`config.mk`:
```
export PLATFORM = sky130hd
export DESIGN_NAME = tti_cordic_cell
export DESIGN_NICKNAME = d
export VERILOG_FILES = /design/src/hdl/tti_pkg.sv /design/src/hdl/tti_cordic_cell.sv
export SDC_FILE = /design/constraint.sdc
export NUM_CORES = 1
export LEC_CHECK = 0
export BUFFER_PORTS_ARGS = -buffer_cell sky130_fd_sc_hd__buf_2
export CORE_AREA = 2 2 257 259
export CTS_CLUSTER_SIZE = 28
export DETAILED_ROUTE_END_ITERATION = 8
export DIE_AREA = 0 0 259 261
export PLACE_DENSITY = 0.58
export SETUP_SLACK_MARGIN = 0.15
export SLEW_MARGIN = 20
export SYNTH_ARGS = -nofsm -noshare
export SYNTH_HDL_FRONTEND = slang
export SYNTH_SLANG_ARGS = --single-unit
export TNS_END_PERCENT = 5
```
`constraint.sdc`:
```
create_clock -name clk -period 4.9 [get_ports clk]
set_input_delay 0.98 -clock clk [delete_from_list [all_inputs] [get_ports clk]]
set_output_delay 0.98 -clock clk [all_outputs]
set_load 0.01 [all_outputs]
```
`src/hdl/tti_pkg.sv`:
```
// Shared types, constants and CORDIC helpers for the tilt-table inverse kinematics unit.
`default_nettype none

package tti_pkg;

  localparam int CORDIC_STEPS_DEF = 16;
  localparam int TBL_LEN          = 24;
  localparam int SQRT_STEPS       = 15;
  localparam int SQRT_TOP         = 28;
  localparam int XW               = 35;
  localparam int ZW               = 28;

  typedef logic signed [XW-1:0] cx_t;
  typedef logic signed [ZW-1:0] cz_t;
  typedef logic signed [18:0]   ang_t;

  localparam cz_t  DEG90_FINE = 28'sd23592960;
  localparam ang_t B_MAX      = 19'sd92160;
  localparam ang_t C_MAX      = 19'sd184320;
  localparam logic signed [19:0] B_LIMIT = 20'sd112640;
  localparam logic signed [19:0] C_LIMIT = 20'sd368640;
  localparam logic signed [15:0] ONE_Q14 = 16'sd16384;

  localparam cz_t STEP_ANGLE [TBL_LEN] = '{
    28'sd11796480, 28'sd6963869, 28'sd3679517, 28'sd1867780, 28'sd937515, 28'sd469214,
    28'sd234664, 28'sd117339, 28'sd58671, 28'sd29335, 28'sd14668, 28'sd7334,
    28'sd3667, 28'sd1833, 28'sd917, 28'sd458, 28'sd229, 28'sd115,
    28'sd57, 28'sd29, 28'sd14, 28'sd7, 28'sd4, 28'sd2
  };

  typedef enum logic [1:0] {
    REG_AXIS  = 2'd0,
    REG_ENV_X = 2'd1,
    REG_ENV_Y = 2'd2,
    REG_ENV_Z = 2'd3
  } reg_idx_t;

  typedef struct packed {
    cx_t x;
    cx_t y;
    cz_t z;
  } rot_t;

  typedef struct packed {
    logic signed [31:0] tx;
    logic signed [31:0] ty;
    logic signed [31:0] tz;
    logic signed [15:0] dy;
    logic signed [15:0] dz;
    logic signed [15:0] xc;
  } sq_side_t;

  typedef struct packed {
    logic signed [31:0] tx;
    logic signed [31:0] ty;
    logic signed [31:0] tz;
    logic               b_spec;
    ang_t               b_val;
    logic               c_spec;
    ang_t               c_val;
    logic               c_zero;
  } cd_side_t;

  function automatic rot_t cordic_step(rot_t r, int unsigned i);
    rot_t o;
    cx_t  xs;
    cx_t  ys;
    xs = r.x >>> i;
    ys = r.y >>> i;
    if (r.y > 0) begin
      o.x = r.x + ys;
      o.y = r.y - xs;
      o.z = r.z + STEP_ANGLE[i];
    end else begin
      o.x = r.x - ys;
      o.y = r.y + xs;
      o.z = r.z - STEP_ANGLE[i];
    end
    return o;
  endfunction

  function automatic rot_t atan_prep(logic signed [17:0] y, logic signed [17:0] x);
    rot_t o;
    cx_t  xs;
    cx_t  ys;
    xs = cx_t'(x) <<< 16;
    ys = cx_t'(y) <<< 16;
    if (xs < 0) begin
      if (ys >= 0) begin
        o.x = ys;
        o.y = -xs;
        o.z = DEG90_FINE;
      end else begin
        o.x = -ys;
        o.y = xs;
        o.z = -DEG90_FINE;
      end
    end else begin
      o.x = xs;
      o.y = ys;
      o.z = '0;
    end
    return o;
  endfunction

  function automatic logic atan_is_spec(logic signed [17:0] y, logic signed [17:0] x);
    return (y == 18'sd0) || (x == 18'sd0);
  endfunction

  function automatic ang_t atan_spec_val(logic signed [17:0] y, logic signed [17:0] x);
    ang_t v;
    if (y == 18'sd0) begin
      v = (x < 0) ? C_MAX : '0;
    end else begin
      v = (y > 0) ? B_MAX : -B_MAX;
    end
    return v;
  endfunction

  function automatic ang_t angle_final(cz_t z, logic spec, ang_t sval, ang_t lim);
    cz_t               t;
    logic signed [19:0] r;
    logic signed [19:0] l;
    ang_t              o;
    t = z + cz_t'(128);
    r = 20'(t >>> 8);
    if (spec) begin
      r = 20'(sval);
    end
    l = 20'(lim);
    if (r > l) begin
      o = lim;
    end else if (r < -l) begin
      o = -lim;
    end else begin
      o = 19'(r);
    end
    return o;
  endfunction

endpackage

`default_nettype wire

```
`src/hdl/tti_cordic_cell.sv`:
```
// One CORDIC vectoring cell, turning the B and C vectors by one table angle.
`default_nettype none

module tti_cordic_cell #(
  parameter int STEP = 0
) (
  input  logic              clk,
  input  logic              rst_n,
  input  logic              en,
  input  logic              vin,
  input  tti_pkg::rot_t     b_in,
  input  tti_pkg::rot_t     c_in,
  input  tti_pkg::cd_side_t side_in,
  output logic              vout,
  output tti_pkg::rot_t     b_out,
  output tti_pkg::rot_t     c_out,
  output tti_pkg::cd_side_t side_out
);
  import tti_pkg::*;

  logic     v_r, v_nxt;
  rot_t     b_r, b_nxt;
  rot_t     c_r, c_nxt;
  cd_side_t side_r;

  always_comb begin
    b_nxt = cordic_step(b_in, STEP);
    c_nxt = cordic_step(c_in, STEP);
    v_nxt = en ? vin : v_r;
  end

  always_ff @(posedge clk) begin
    if (!rst_n) begin
      v_r <= 1'b0;
    end else begin
      v_r <= v_nxt;
    end
  end

  always_ff @(posedge clk) begin
    if (en) begin
      b_r    <= b_nxt;
      c_r    <= c_nxt;
      side_r <= side_in;
    end
  end

  assign vout     = v_r;
  assign b_out    = b_r;
  assign c_out    = c_r;
  assign side_out = side_r;

endmodule

`default_nettype wire

```
==> results.sh <==
export IMPL_status="complete, no violations"
export IMPL_route_detailed_drc=0
export IMPL_avgRoutedWirePerCell_um=24.01
export IMPL_synth_cell_types=81
export IMPL_hold_buffers=0
export IMPL_finClkSkew_ns=0
export IMPL_tightest_slew_ns=0.8607
export IMPL_numPortBuffers=670
export IMPL_synthesis_area_um2=22600
export IMPL_end_kind="register"
export IMPL_first_pass_iters=6
export IMPL_ioPinCount=671
export IMPL_routed_wl_um=93170
export IMPL_yosysMostFrequentCell="edfxtp_1"
export IMPL_synth_top_area_share_pct=43.98
export IMPL_drv_slew=0
export IMPL_fp_row_count=94
export IMPL_avgViaCountPerCell=5.393
export IMPL_dp_cells=3799
export IMPL_postLayoutCellArea_um2=28630
export IMPL_place_area_um2=27230
export IMPL_clk_latency_ns=0.58
export IMPL_p_total_mw=9.531
export IMPL_leakage_nw=12.61
export IMPL_fin_cells=3881
export IMPL_synth_top_area_cell="edfxtp_1"
export IMPL_setup_ws_ns=0.8539
export IMPL_slowest_delay_ns=0.67
export IMPL_ys_flop_type="edfxtp_1"
export IMPL_post_cts_buffers=0
export IMPL_drt_iter0_drc=1925
export IMPL_synth_common_cells="edfxtp_1 (331), a21oi_1 (291), ha_1 (220), inv_1 (212), nor2_1 (171)"
export IMPL_crit_buf_inv=2
export IMPL_antenna_found_initial=16
export IMPL_setup_worst_path_class="primary input to register"
export IMPL_ys_top_cells_by_area="edfxtp_1 (44%), ha_1 (12%), a21oi_1 (6.4%)"
export IMPL_grt_overflow=0
export IMPL_core_um2=65040
export IMPL_layout_nets=3543
export IMPL_cts_resized=0
export IMPL_worstPathRequired_ns=5.22
export IMPL_finalCritPeriodShare_pct=82.57
export IMPL_max_slew_margin_pct=42.62
export IMPL_grt_pass1_vias=20410
export IMPL_ctsHtreeMaxLevel=2
export IMPL_ctsRootBufferMaster="clkbuf_16"
export IMPL_rsz0062_at_grt="no"
export IMPL_pre_cts_ws_ns=0.3712
export IMPL_grt_max_degree=103
export IMPL_via_count=20930
export IMPL_fp_dieH_um=261
export IMPL_max_vdd_ir_drop_v=0.0002173
export IMPL_fin_util_pct=44.01
export IMPL_p_per_area_nw_per_um2=332.9
export IMPL_ys_seq_elements=332
export IMPL_cp_top_family="compound AO/OA/AOI/OAI gates"
export IMPL_fin_hold_ws_ns=0.5147
export IMPL_clock_tree_buffer_depth=3
export IMPL_crit_fanout=13
export IMPL_synth_edf_count=331
export IMPL_fmaxAchievable_ghz=0.2471
export IMPL_grt_pass1_wl_um=134000
export IMPL_fin_crit_ns=4.046
export IMPL_synth_seq_area_share_pct=44.07
export IMPL_max_cap_violations=0
export IMPL_hold_viol=0
export IMPL_clk_pin_slew_worst_paths_ns=0.06
export IMPL_start_kind="primary input"
export IMPL_path_common_cell="o31ai_1"
export IMPL_n_fill_cell=6375
export IMPL_cts_tree="yes"
export IMPL_cts_sinks=332
export IMPL_synth_warnings=0
export IMPL_synth_nets=2850
export IMPL_drive_gt1_share_pct=27.31
export IMPL_die_w_um=259
export IMPL_cp_cell_sequence="buf_2, inv_1, ha_1, nor2b_1, nor3_1, a211o_1, a211oi_2, o31ai_1, o2111ai_1, a2111oi_0, o31ai_1, a21oi_1, xor2_1"
export IMPL_final_setup_viol_count=0
export IMPL_areaGrowthSynthToFinish_pct=26.66
export IMPL_fp_dieArea_um2=67600
export IMPL_avgSynthCellArea_um2=9.891
export IMPL_track_usage_pct=26.39
export IMPL_netlist_instances=2285
export IMPL_cts_buffers_inserted=41
export IMPL_critical_path_arrival_ns=4.37
export IMPL_hpwl_um=76200
export IMPL_synthArstFlopShare_pct=0
export IMPL_place_gp_congestion=0.9836
export IMPL_hold_path_class="register to register"
export IMPL_drtAntennaViolNets=0
export IMPL_cp_slowest_cell="o31ai_1"
export IMPL_finalSetupTns_ns=0
export IMPL_start_util_pct=34.75
[layout make-up]
class	count	area (um^2)	share of cell area, %
diodes	7	17.52	0.06119
clock buffers	48	1052	3.676
clock inverters	27	321.6	1.123
inverters	225	844.6	2.950
multi-input cells	1639	11430	39.93
flip-flops and latches	332	9960	34.79
well taps	864	1081	3.776
repair buffers	739	3919	13.69
[worst register-to-register path, stage by stage (launching register included)]
cell and delay [ns]:
dfxtp_1 0.31, mux2i_1 0.12, nor2b_1 0.05
[power by group]
group / switching, mW / internal, mW
clock: 1.30 / 1.82
combinational: 1.72 / 1.01
sequential: 0.112 / 3.57
total: 3.13 / 6.40
[flip-flops by register name, summed over array words and instances, names as in the netlist]
name      flops
vout          1
c_out        97
side_out    137
b_out        97
[worst paths after layout]
check	from	cells after the start	slack, ns	to
worst max-delay path	b_in[32]	13	0.85	b_out[96]$_DFFE_PP_
worst min-delay path	vout$_SDFFE_PN0P_	2	0.51	vout$_SDFFE_PN0P_
worst max register to register	vout$_SDFFE_PN0P_	2	4.32	vout$_SDFFE_PN0P_
worst min register to register	vout$_SDFFE_PN0P_	2	0.51	vout$_SDFFE_PN0P_
[per-layer routing]
metal	global-route usage, %	vias up	routed length [um]
li1	-	9670	-
met1	33.63	10100	37960
met5	0	-	53
met4	9.971	8	3489
met2	44.74	991	44670
met3	4.636	158	6999
[cells in the final DEF (no fill, tap or decap), types with 48 or more instances in the layout]
master | netlist | routed
buf_2 | 16 | 669
edfxtp_1 | 331 | 331
a21oi_1 | 291 | 291
ha_1 | 220 | 220
inv_1 | 212 | 211
nor2_1 | 171 | 171
o21ai_0 | 147 | 147
xnor2_1 | 130 | 130
nand2_1 | 115 | 115
o21bai_1 | 67 | 67
buf_4 | 3 | 66
a21o_1 | 48 | 48
[cell families after synthesis]
group	synth area share [%]
flops	44.07
mux	1.068
xor+xnor	5.890
buf+inv	5.353
compound gates	20.28
fa+ha+maj	12.89
simple gates	10.45
No activity file was read; power rests on OpenSTA's default activity.
