## config.mk

```make
export PLATFORM = sky130hd
export DESIGN_NAME = tti_sqrt_cell
export DESIGN_NICKNAME = d
export VERILOG_FILES = /design/src/hdl/tti_pkg.sv /design/src/hdl/tti_sqrt_cell.sv
export SDC_FILE = /design/constraint.sdc
export NUM_CORES = 1
export LEC_CHECK = 0
export ABC_AREA = 1
export BUFFER_PORTS_ARGS = -buffer_cell sky130_fd_sc_hd__buf_2
export CORE_AREA = 4 4 157 159
export DETAILED_ROUTE_END_ITERATION = 8
export DIE_AREA = 0 0 161 163
export GPL_ROUTABILITY_DRIVEN = 0
export GPL_TIMING_DRIVEN = 1
export PLACE_DENSITY = 0.68
export REMOVE_ABC_BUFFERS = 1
export SLEW_MARGIN = 15
export SYNTH_ARGS = -nofsm -noshare
export SYNTH_HDL_FRONTEND = slang
export SYNTH_SLANG_ARGS = --single-unit
```

## constraint.sdc

```tcl
create_clock -name clk -period 2.31 [get_ports clk]
set_input_delay 0.231 -clock clk [delete_from_list [all_inputs] [get_ports clk]]
set_output_delay 0.231 -clock clk [all_outputs]
set_load 0.01 [all_outputs]
```

## src/hdl/tti_pkg.sv

```systemverilog
// Shared types, constants and CORDIC helpers for the tilt-table inverse kinematics unit.
`default_nettype none

package tti_pkg;

  localparam int CORDIC_STEPS_DEF = 16;
  localparam int TBL_LEN          = 24;
  localparam int SQRT_STEPS       = 15;
  localparam int SQRT_TOP         = 28;
  localparam int XW               = 35;
  localparam int ZW               = 28;

  typedef logic signed [XW-1:0] cx_t;
  typedef logic signed [ZW-1:0] cz_t;
  typedef logic signed [18:0]   ang_t;

  localparam cz_t  DEG90_FINE = 28'sd23592960;
  localparam ang_t B_MAX      = 19'sd92160;
  localparam ang_t C_MAX      = 19'sd184320;
  localparam logic signed [19:0] B_LIMIT = 20'sd112640;
  localparam logic signed [19:0] C_LIMIT = 20'sd368640;
  localparam logic signed [15:0] ONE_Q14 = 16'sd16384;

  localparam cz_t STEP_ANGLE [TBL_LEN] = '{
    28'sd11796480, 28'sd6963869, 28'sd3679517, 28'sd1867780, 28'sd937515, 28'sd469214,
    28'sd234664, 28'sd117339, 28'sd58671, 28'sd29335, 28'sd14668, 28'sd7334,
    28'sd3667, 28'sd1833, 28'sd917, 28'sd458, 28'sd229, 28'sd115,
    28'sd57, 28'sd29, 28'sd14, 28'sd7, 28'sd4, 28'sd2
  };

  typedef enum logic [1:0] {
    REG_AXIS  = 2'd0,
    REG_ENV_X = 2'd1,
    REG_ENV_Y = 2'd2,
    REG_ENV_Z = 2'd3
  } reg_idx_t;

  typedef struct packed {
    cx_t x;
    cx_t y;
    cz_t z;
  } rot_t;

  typedef struct packed {
    logic signed [31:0] tx;
    logic signed [31:0] ty;
    logic signed [31:0] tz;
    logic signed [15:0] dy;
    logic signed [15:0] dz;
    logic signed [15:0] xc;
  } sq_side_t;

  typedef struct packed {
    logic signed [31:0] tx;
    logic signed [31:0] ty;
    logic signed [31:0] tz;
    logic               b_spec;
    ang_t               b_val;
    logic               c_spec;
    ang_t               c_val;
    logic               c_zero;
  } cd_side_t;

  function automatic rot_t cordic_step(rot_t r, int unsigned i);
    rot_t o;
    cx_t  xs;
    cx_t  ys;
    xs = r.x >>> i;
    ys = r.y >>> i;
    if (r.y > 0) begin
      o.x = r.x + ys;
      o.y = r.y - xs;
      o.z = r.z + STEP_ANGLE[i];
    end else begin
      o.x = r.x - ys;
      o.y = r.y + xs;
      o.z = r.z - STEP_ANGLE[i];
    end
    return o;
  endfunction

  function automatic rot_t atan_prep(logic signed [17:0] y, logic signed [17:0] x);
    rot_t o;
    cx_t  xs;
    cx_t  ys;
    xs = cx_t'(x) <<< 16;
    ys = cx_t'(y) <<< 16;
    if (xs < 0) begin
      if (ys >= 0) begin
        o.x = ys;
        o.y = -xs;
        o.z = DEG90_FINE;
      end else begin
        o.x = -ys;
        o.y = xs;
        o.z = -DEG90_FINE;
      end
    end else begin
      o.x = xs;
      o.y = ys;
      o.z = '0;
    end
    return o;
  endfunction

  function automatic logic atan_is_spec(logic signed [17:0] y, logic signed [17:0] x);
    return (y == 18'sd0) || (x == 18'sd0);
  endfunction

  function automatic ang_t atan_spec_val(logic signed [17:0] y, logic signed [17:0] x);
    ang_t v;
    if (y == 18'sd0) begin
      v = (x < 0) ? C_MAX : '0;
    end else begin
      v = (y > 0) ? B_MAX : -B_MAX;
    end
    return v;
  endfunction

  function automatic ang_t angle_final(cz_t z, logic spec, ang_t sval, ang_t lim);
    cz_t               t;
    logic signed [19:0] r;
    logic signed [19:0] l;
    ang_t              o;
    t = z + cz_t'(128);
    r = 20'(t >>> 8);
    if (spec) begin
      r = 20'(sval);
    end
    l = 20'(lim);
    if (r > l) begin
      o = lim;
    end else if (r < -l) begin
      o = -lim;
    end else begin
      o = 19'(r);
    end
    return o;
  endfunction

endpackage

`default_nettype wire

```

## src/hdl/tti_sqrt_cell.sv

```systemverilog
// One digit cell of the pipelined integer square root for cos B.
`default_nettype none

module tti_sqrt_cell #(
  parameter int SHIFT = 28
) (
  input  logic             clk,
  input  logic             rst_n,
  input  logic             en,
  input  logic             vin,
  input  logic [28:0]      n_in,
  input  logic [29:0]      root_in,
  input  tti_pkg::sq_side_t side_in,
  output logic             vout,
  output logic [28:0]      n_out,
  output logic [29:0]      root_out,
  output tti_pkg::sq_side_t side_out
);
  import tti_pkg::*;

  localparam logic [29:0] BIT = 30'(1) << SHIFT;

  logic        v_r, v_nxt;
  logic [28:0] n_r, n_nxt;
  logic [29:0] root_r, root_nxt;
  sq_side_t    side_r;
  logic [29:0] trial;

  always_comb begin
    trial = root_in + BIT;
    if ({1'b0, n_in} >= trial) begin
      n_nxt    = 29'({1'b0, n_in} - trial);
      root_nxt = (root_in >> 1) + BIT;
    end else begin
      n_nxt    = n_in;
      root_nxt = root_in >> 1;
    end
    v_nxt = en ? vin : v_r;
  end

  always_ff @(posedge clk) begin
    if (!rst_n) begin
      v_r <= 1'b0;
    end else begin
      v_r <= v_nxt;
    end
  end

  always_ff @(posedge clk) begin
    if (en) begin
      n_r    <= n_nxt;
      root_r <= root_nxt;
      side_r <= side_in;
    end
  end

  assign vout     = v_r;
  assign n_out    = n_r;
  assign root_out = root_r;
  assign side_out = side_r;

endmodule

`default_nettype wire

```

==> tab_implementation.tex, run 1 <==
\begin{tabular}{lr}
\hline
Metric & Value \\
\hline
\multicolumn{2}{l}{\textbf{Routing}} \\
\quad Vias per std cell & 4.67 \\
\quad Antenna violation net count after detailed routing & 0 \\
\quad Routed wire length & 34200 um \\
\quad DRC violations left & 0 \\
\quad Initial drt markers & 590 \\
\quad Post-detailed-route wirelength per cell & 19.2 um \\
\quad Total iterations of the first detailed-routing run & 5 \\
\quad Number of vias after detailed routing & 8308 \\
\multicolumn{2}{l}{\textbf{Floorplanning}} \\
\quad I/O pin total & 411 \\
\quad Initial core utilization & 38.9\% \\
\quad Die footprint & 26200 um2 \\
\quad CORE AREA & 23300 um2 \\
\quad Number of cell rows & 56 \\
\quad Die Wd & 161 um \\
\quad Overall die height & 163 um \\
\multicolumn{2}{l}{\textbf{Final layout}} \\
\quad Post-Layout Cell Count & 1780 \\
\quad Count of nets after finishing & 1676 \\
\quad Area added between synthesis and finish & 59.5\% \\
\quad Share of final-layout standard cells stronger than drive strength 1 & 36.6\% \\
\quad Post-layout utilization of the core & 62.1\% \\
\multicolumn{2}{l}{\textbf{Worst hold path}} \\
\quad Endpoint with the worst hold slack & n\_out[7] \\
\quad Number of cells on the worst hold path & 3 \\
\quad Worst min-delay path category & in -> reg \\
\quad Hold Path Origin & n\_in[7] \\
\multicolumn{2}{l}{\textbf{Timing}} \\
\quad Timing-limited maximum frequency & 0.449 GHz \\
\quad Count of endpoints failing setup in the final report & 0 \\
\quad Minimum clock period & 2230 ps \\
\quad Final clock period utilization by the worst path & 96.5\% \\
\quad Largest clock skew in the final design & 0 ps \\
\quad Hold Slack & 47.1 ps \\
\quad Pin slew with the least headroom to its limit & 504 ps \\
\quad Count of pins over their slew limit & 0 \\
\quad Worst relative slew slack & 66.4\% \\
\quad Final number of hold-violating endpoints & 0 \\
\quad Final setup margin & 80.8 ps \\
\multicolumn{2}{l}{\textbf{Yosys}} \\
\quad Mean cell area of the mapped netlist & 11.3 um2 \\
\quad Post-Syn Area & 9050 um2 \\
\quad Unique cell type count in the Yosys netlist & 30 \\
\quad Syn. warnings & 0 \\
\quad Cell count after synthesis & 802 \\
\quad Share of the yosys chip area belonging to registers & 67.5\% \\
\quad FF+latch count, synth & 204 \\
\multicolumn{2}{l}{\textbf{Worst setup path}} \\
\quad Critical path data arrival time & 2480 ps \\
\quad Reg-to-reg critical path endpoint & vout \\
\quad Cell with the largest stage delay on the worst path & dlygate4sd3\_1 \\
\quad Cell family with the largest share of critical-path delay & buffers and inverters \\
\quad Cell count of the worst reg-to-reg path & 3 \\
\quad Critical Path Fanout Max & 12 \\
\quad Critical Path Max Stage Delay & 530 ps \\
\quad Internal reg-to-reg setup slack & 1110 ps \\
\quad Category of the critical setup timing path & in -> reg \\
\quad CP required & 2560 ps \\
\quad Element type at the critical path end & flip-flop \\
\quad CP cell instances & dlygate4sd3\_1, buf\_2, inv\_1, ha\_1, nand2\_2, nor2\_4, nand2\_1, nor2\_2, nand3\_1, nor3b\_4, buf\_4, buf\_12, nand3\_1, nand2\_1 \\
\quad Startpoint type of the worst setup path & input pin \\
\quad Buf/Inv on CP & 5 \\
\quad Worst reg2reg path startpoint & vout \\
\multicolumn{2}{l}{\textbf{Clock tree}} \\
\quad Clock tree from TritonCTS & done \\
\quad Clock Latency Late Sink & 500 ps \\
\quad Clk pin slew, worst setup/hold paths & 60 ps \\
\quad H-tree levels & 1 \\
\quad CTS root buffer & clkbuf\_16 \\
\quad Clock Tree Buf Depth & 3 \\
\quad TritonCTS Sinks & 204 \\
\quad CTS buffer count & 23 \\
\multicolumn{2}{l}{\textbf{Global route}} \\
\quad Pin count of the biggest net entering global routing & 59 \\
\quad GRT Overall Usage & 24.7\% \\
\quad Initial antenna violation count & 11 \\
\quad Via count of the first global-routing pass & 8452 \\
\quad Total congestion overflow & 0 \\
\quad First-pass GRT wire length & 49400 um \\
\multicolumn{2}{l}{\textbf{Power}} \\
\quad Power per cell area & 705 nW/um2 \\
\quad Peak supply drop & 478 uV \\
\quad Static leakage & 0.00691 uW \\
\multicolumn{2}{l}{\textbf{Place}} \\
\quad Number of buffers added on ports & 410 \\
\quad Placed wire-length estimate & 24500 um \\
\quad Place WS & 29.1 ps \\
\quad Cell total after placement & 1553 \\
\multicolumn{2}{l}{\textbf{Flow run}} \\
\quad Max-cap check violation count & 0 \\
\multicolumn{2}{l}{\textbf{Run status}} \\
\quad Outcome & completed \\
\hline
\end{tabular}
[state kept, by name (all words and copies together), names as in the netlist]
register  count
vout          1
n_out        29
root_out     30
side_out    144
[cells in the final DEF, fill, tap and decap left out, drive strengths merged]
cell type / n
edfxtp: 203
inv: 145
ha: 29
buf: 444
xor2: 12
o21ai: 4
nand2: 253
diode: 6
dfxtp: 1
nor3: 2
nand3: 74
nor2: 38
clkinv: 9
clkinvlp: 1
fa: 1
o21a: 2
nor3b: 2
clkbuf: 27
a21oi: 18
nand4: 7
dlygate4sd3: 174
bufinv: 4
nand3b: 5
[through the flow]
stage          total power (uW)  instance area [um2]  TNS (ps)
6_report                  10200                14400         0
3_5_place_dp               6180                11700         0
4_1_cts                   10200                14300         0
3_3_place_gp               6150                11700         0
5_1_grt                   10600                14400     -26.1
2_1_floorplan              5300                 8980         0
[cell families after synthesis]
logic type / Yosys count / synth area share [%]
and+or+nand+nor: 381 / 18.9
DFF: 204 / 67.5
buffers and inverters: 151 / 6.76
adders and majority gates: 30 / 4.23
AOI/OAI and AO/OA: 24 / 1.42
xor gates and xnor gates: 12 / 1.16
[worst max-delay path by stage]
stage                     start  slack, ps  depth (start not counted)           end
floorplan           root_in[26]        250                          9     n_out[13]
global placement        n_in[0]         70                         14     n_out[18]
detailed placement      n_in[0]         30                         14     n_out[18]
CTS                 root_in[13]         50                         15     n_out[18]
global route         root_in[9]        -10                         15  root_out[28]
finish               root_in[9]         80                         14     n_out[18]
[tightest hold or removal path, stage by stage]
cell and delay, ps:
buf_2 100, nand3_2 60, nand2_1 50
[where the power goes]
part,switching (uW),internal (uW),total (uW)
Sequential,94.3,4430,4530
Clock,1470,2280,3750
Combinational,1060,849,1910
[Yosys cell counts (all sizes together)]
cell type	instances	area share [%]
edfxtp	203	67
nand2	253	11
xor2	12	1.2
o21ai	4	0.22
nand4	7	0.48
ha	29	4.0
nand3	74	4.9
a21oi	18	1.0
clkinv	1	0.041
dfxtp	1	0.22
o21a	2	0.17
fa	1	0.22
nor3b	2	0.35
nor2	38	1.8
inv	143	5.9
nor3	2	0.17
nand3b	5	0.41
buf	7	0.79
[layer usage]
metal	wire, um	up-vias	track usage [%]	share of wire, %
li1	-	3927	-	-
met1	12800	3862	29.1	38
met2	16400	408	41.9	48
met3	3080	101	7.11	9.0
met4	1780	10	11.6	5.2
met5	70	-	0	0.20
[area by class of cell]
class	count	area (um2)
clock buffers	26	587
inverters	144	541
repair buffers	619	4160
clock inverters	15	186
flip-flops and latches	204	6120
multi-input cells	447	2440
well taps	319	399
diodes	6	15.0
fillers	1900	8820
[timing repair]
| item | 4_1_cts | 5_1_grt |
|---|---|---|
| hold buffers | 174 | 0 |
| endpoints found under the hold margin | 173 | 0 |
| resized for setup | 0 | 23 |
| buffers inserted | 0 | 6 |
| setup endpoints to repair | 0 | 31 |
(Power assumes the default switching activity.)
==> run 2: changes to the inputs <==
- CORE_AREA: 4 4 157 159 -> unset
- CORE_ASPECT_RATIO: unset -> 0.7
- CORE_MARGIN: unset -> 4
- CORE_UTILIZATION: unset -> 43
- DIE_AREA: 0 0 161 163 -> unset
- PLACE_DENSITY: 0.68 -> 0.77
- clock period: 2.31 -> 1.9 ns (I/O delays scaled with it)
==> run 2 against run 1 <==
  * Clock power up 12%
  * Cell count up 1.7%
  * Combinational power up 28%
  * Worst setup slack worse by 18 ps
  * Hold slack worse by 31 ps
  * Critical path depth down 2
  * Critical endpoint is now n_out[10]
  * Largest cell class unchanged
  * Highest routed layer unchanged
==> tab_implementation.tex, run 2 (synthesis results as in run 1) <==
\begin{tabular}{lr}
\hline
Metric & Value \\
\hline
\multicolumn{2}{l}{\textbf{Global route}} \\
\quad GRT Overall Usage & 26.5\% (was 24.7\%) \\
\quad Total congestion overflow & 0 (unchanged) \\
\quad First-pass GRT wire length & 48500 um (was 49400 um) \\
\quad Initial antenna violation count & 7 (was 11) \\
\quad Via count of the first global-routing pass & 8778 (was 8452) \\
\quad Pin count of the biggest net entering global routing & 49 (was 59) \\
\multicolumn{2}{l}{\textbf{Floorplanning}} \\
\quad CORE AREA & 20700 um2 (was 23300 um2) \\
\quad Die footprint & 23500 um2 (was 26200 um2) \\
\quad I/O pin total & 411 (unchanged) \\
\quad Number of cell rows & 44 (was 56) \\
\quad Initial core utilization & 43.7\% (was 38.9\%) \\
\quad Overall die height & 129 um (was 163 um) \\
\quad Die Wd & 181 um (was 161 um) \\
\multicolumn{2}{l}{\textbf{Timing}} \\
\quad Worst relative slew slack & 61.3\% (was 66.4\%) \\
\quad Final clock period utilization by the worst path & 96.7\% \\
\quad Timing-limited maximum frequency & 0.544 GHz \\
\quad Final setup margin & 63.0 ps (was 80.8 ps) \\
\quad Count of endpoints failing setup in the final report & 0 (unchanged) \\
\quad Hold Slack & 16.0 ps (was 47.1 ps) \\
\quad Count of pins over their slew limit & 0 (unchanged) \\
\quad Minimum clock period & 1840 ps \\
\quad Final number of hold-violating endpoints & 0 (unchanged) \\
\quad Largest clock skew in the final design & 0 ps (unchanged) \\
\quad Final-layout setup total negative slack & 0 ps (unchanged) \\
\quad Pin slew with the least headroom to its limit & 574 ps (was 504 ps) \\
\multicolumn{2}{l}{\textbf{Power}} \\
\quad P\_int & 9020 uW (was 7560 uW) \\
\quad Peak supply drop & 605 uV (was 478 uV) \\
\quad Share of total power in the clock network & 34.6\% (was 36.8\%) \\
\quad Power per cell area & 819 nW/um2 (was 705 nW/um2) \\
\quad Fraction of power spent switching nets & 25.8\% (was 25.7\%) \\
\quad Sw Pwr & 3140 uW (was 2620 uW) \\
\quad Portion of total power attributed to combinational logic & 20.1\% (was 18.7\%) \\
\quad Static leakage & 0.00729 uW (was 0.00691 uW) \\
\quad Proportion of power drawn by flip-flops and latches & 45.3\% (was 44.5\%) \\
\multicolumn{2}{l}{\textbf{Worst setup path}} \\
\quad Cell with the largest stage delay on the worst path & dlygate4sd3\_1 (unchanged) \\
\quad Critical Path Fanout Max & 9 (was 12) \\
\quad Critical path data arrival time & 2080 ps (was 2480 ps) \\
\quad Element type at the critical path end & flip-flop (unchanged) \\
\quad Critical Path Max Stage Delay & 530 ps (about the same) \\
\quad CP cell instances & dlygate4sd3\_1, buf\_2, ha\_2, nand2\_1, a21oi\_2, nor2\_1, nand2\_1, inv\_2, nand3\_4, buf\_4, nand2\_1, nand2\_1 (was dlygate4sd3\_1, buf\_2, inv\_1, ha\_1, nand2\_2, nor2\_4, nand2\_1, nor2\_2, nand3\_1, nor3b\_4, buf\_4, buf\_12, nand3\_1, nand2\_1) \\
\quad Category of the critical setup timing path & in -> reg (unchanged) \\
\quad Crit path top cell by count & nand2\_1 \\
\quad CP required & 2150 ps (was 2560 ps) \\
\quad Startpoint type of the worst setup path & input pin (unchanged) \\
\multicolumn{2}{l}{\textbf{Clock tree}} \\
\quad H-tree levels & 1 (unchanged) \\
\quad CTS root buffer & clkbuf\_16 (unchanged) \\
\quad Clk pin slew, worst setup/hold paths & 60 ps (about the same) \\
\quad TritonCTS Sinks & 204 (unchanged) \\
\quad Clock tree from TritonCTS & done (unchanged) \\
\quad Setup Fix Bufs, Post-CTS & 0 (unchanged) \\
\quad Clock Latency Late Sink & 510 ps (was 500 ps) \\
\quad CTS buffer count & 21 (was 23) \\
\quad Clock Tree Buf Depth & 3 (unchanged) \\
\multicolumn{2}{l}{\textbf{Routing}} \\
\quad DRC violations left & 0 (unchanged) \\
\quad Initial drt markers & 778 (was 590) \\
\quad Antenna violation net count after detailed routing & 0 (unchanged) \\
\quad Post-detailed-route wirelength per cell & 18.0 um (was 19.2 um) \\
\quad Vias per std cell & 4.77 (was 4.67) \\
\quad Number of vias after detailed routing & 8630 (was 8308) \\
\quad Total iterations of the first detailed-routing run & 6 (was 5) \\
\quad Routed wire length & 32500 um (was 34200 um) \\
\multicolumn{2}{l}{\textbf{Final layout}} \\
\quad Post-layout utilization of the core & 71.7\% (was 62.1\%) \\
\quad Design area & 14800 um2 (was 14400 um2) \\
\quad Number of flip-flops under the largest register name & 144 (unchanged) \\
\quad Share of final-layout standard cells stronger than drive strength 1 & 38.7\% (was 36.6\%) \\
\quad Count of nets after finishing & 1756 (was 1676) \\
\quad Area added between synthesis and finish & 63.8\% (was 59.5\%) \\
\quad Commonest cells after routing, fill and taps aside & buf\_2 (409), nand2\_1 (246), edfxtp\_1 (203), dlygate4sd3\_1 (177), inv\_1 (140) (was buf\_2 (409), nand2\_1 (242), edfxtp\_1 (203), dlygate4sd3\_1 (174), inv\_1 (139)) \\
\quad Fill count & 1485 (was 1900) \\
\quad Leading cell type in the layout, fill and taps excluded & buf\_2 (unchanged) \\
\multicolumn{2}{l}{\textbf{Worst hold path}} \\
\quad Worst min-delay path category & in -> reg (unchanged) \\
\multicolumn{2}{l}{\textbf{Run status}} \\
\quad Outcome & completed (unchanged) \\
\multicolumn{2}{l}{\textbf{Place}} \\
\quad Number of buffers added on ports & 410 (unchanged) \\
\quad Place WS & -259 ps (was 29.1 ps) \\
\quad Placed wire-length estimate & 22600 um (was 24500 um) \\
\quad Instance area after placement & 12300 um2 (was 11700 um2) \\
\multicolumn{2}{l}{\textbf{Flow run}} \\
\quad Max-cap check violation count & 0 (unchanged) \\
\hline
\end{tabular}
[run 2: final cells by class]
cell class              instances  area (um2)  area share, %
diodes                          1        2.50         0.0169
clock buffers                  25         551           3.71
clock inverters                12         140          0.945
inverters                     144         541           3.64
multi-input cells             447        2350           15.8
flip-flops and latches        204        6120           41.2
well taps                     276         345           2.33
repair buffers                701        4790           32.3
[run 2: critical path: cells and delay by family]
| family | cells | cell delay, ps |
|---|---|---|
| compound gates | 1 | 70 |
| simple gates | 6 | 570 |
| fa+ha+maj | 1 | 320 |
| buf+inv | 4 | 910 |
[run 2: worst paths after layout]
kind | from | endpoint | slack [ps] | cells past startpoint
worst max-delay path | n_in[28] | n_out[10] | 60 | 12
worst min-delay path | n_in[13] | n_out[13] | 20 | 3
worst max register to register | vout | vout | 650 | 3
worst min register to register | vout | vout | 1160 | 3
[run 2: power by group through the flow]
stage	clock network, uW	registers, uW	logic (uW)
finish	4210	5500	2440
global placement	0	5560	2050
global route	4500	5530	2640
CTS	4280	5500	2390
detailed placement	0	5580	2090
floorplan	0	5800	651
[run 2: what timing repair did]
item / in CTS / in global routing
endpoints found under the setup margin: 0 / 30
gates resized for setup: 0 / 5
hold buffers: 176 / 1
hold endpoints to repair: 175 / 1
[run 2: metal layers]
| metal | GRT usage [%] | vias up | wire (um) |
|---|---|---|---|
| met1 | 33.7 | 4008 | 12900 |
| met2 | 45.1 | 447 | 15400 |
| li1 | - | 4075 | - |
| met5 | 0 | - | 80 |
| met4 | 6.57 | 12 | 1020 |
| met3 | 8.02 | 88 | 3140 |
[run 2: through the flow]
| step | total power, uW | instances |
|---|---|---|
| finish | 12200 | 1810 |
| global route | 12700 | 1810 |
| CTS | 12200 | 1808 |
| detailed placement | 7670 | 1595 |
| global placement | 7610 | 1595 |
| floorplan | 6450 | 795 |
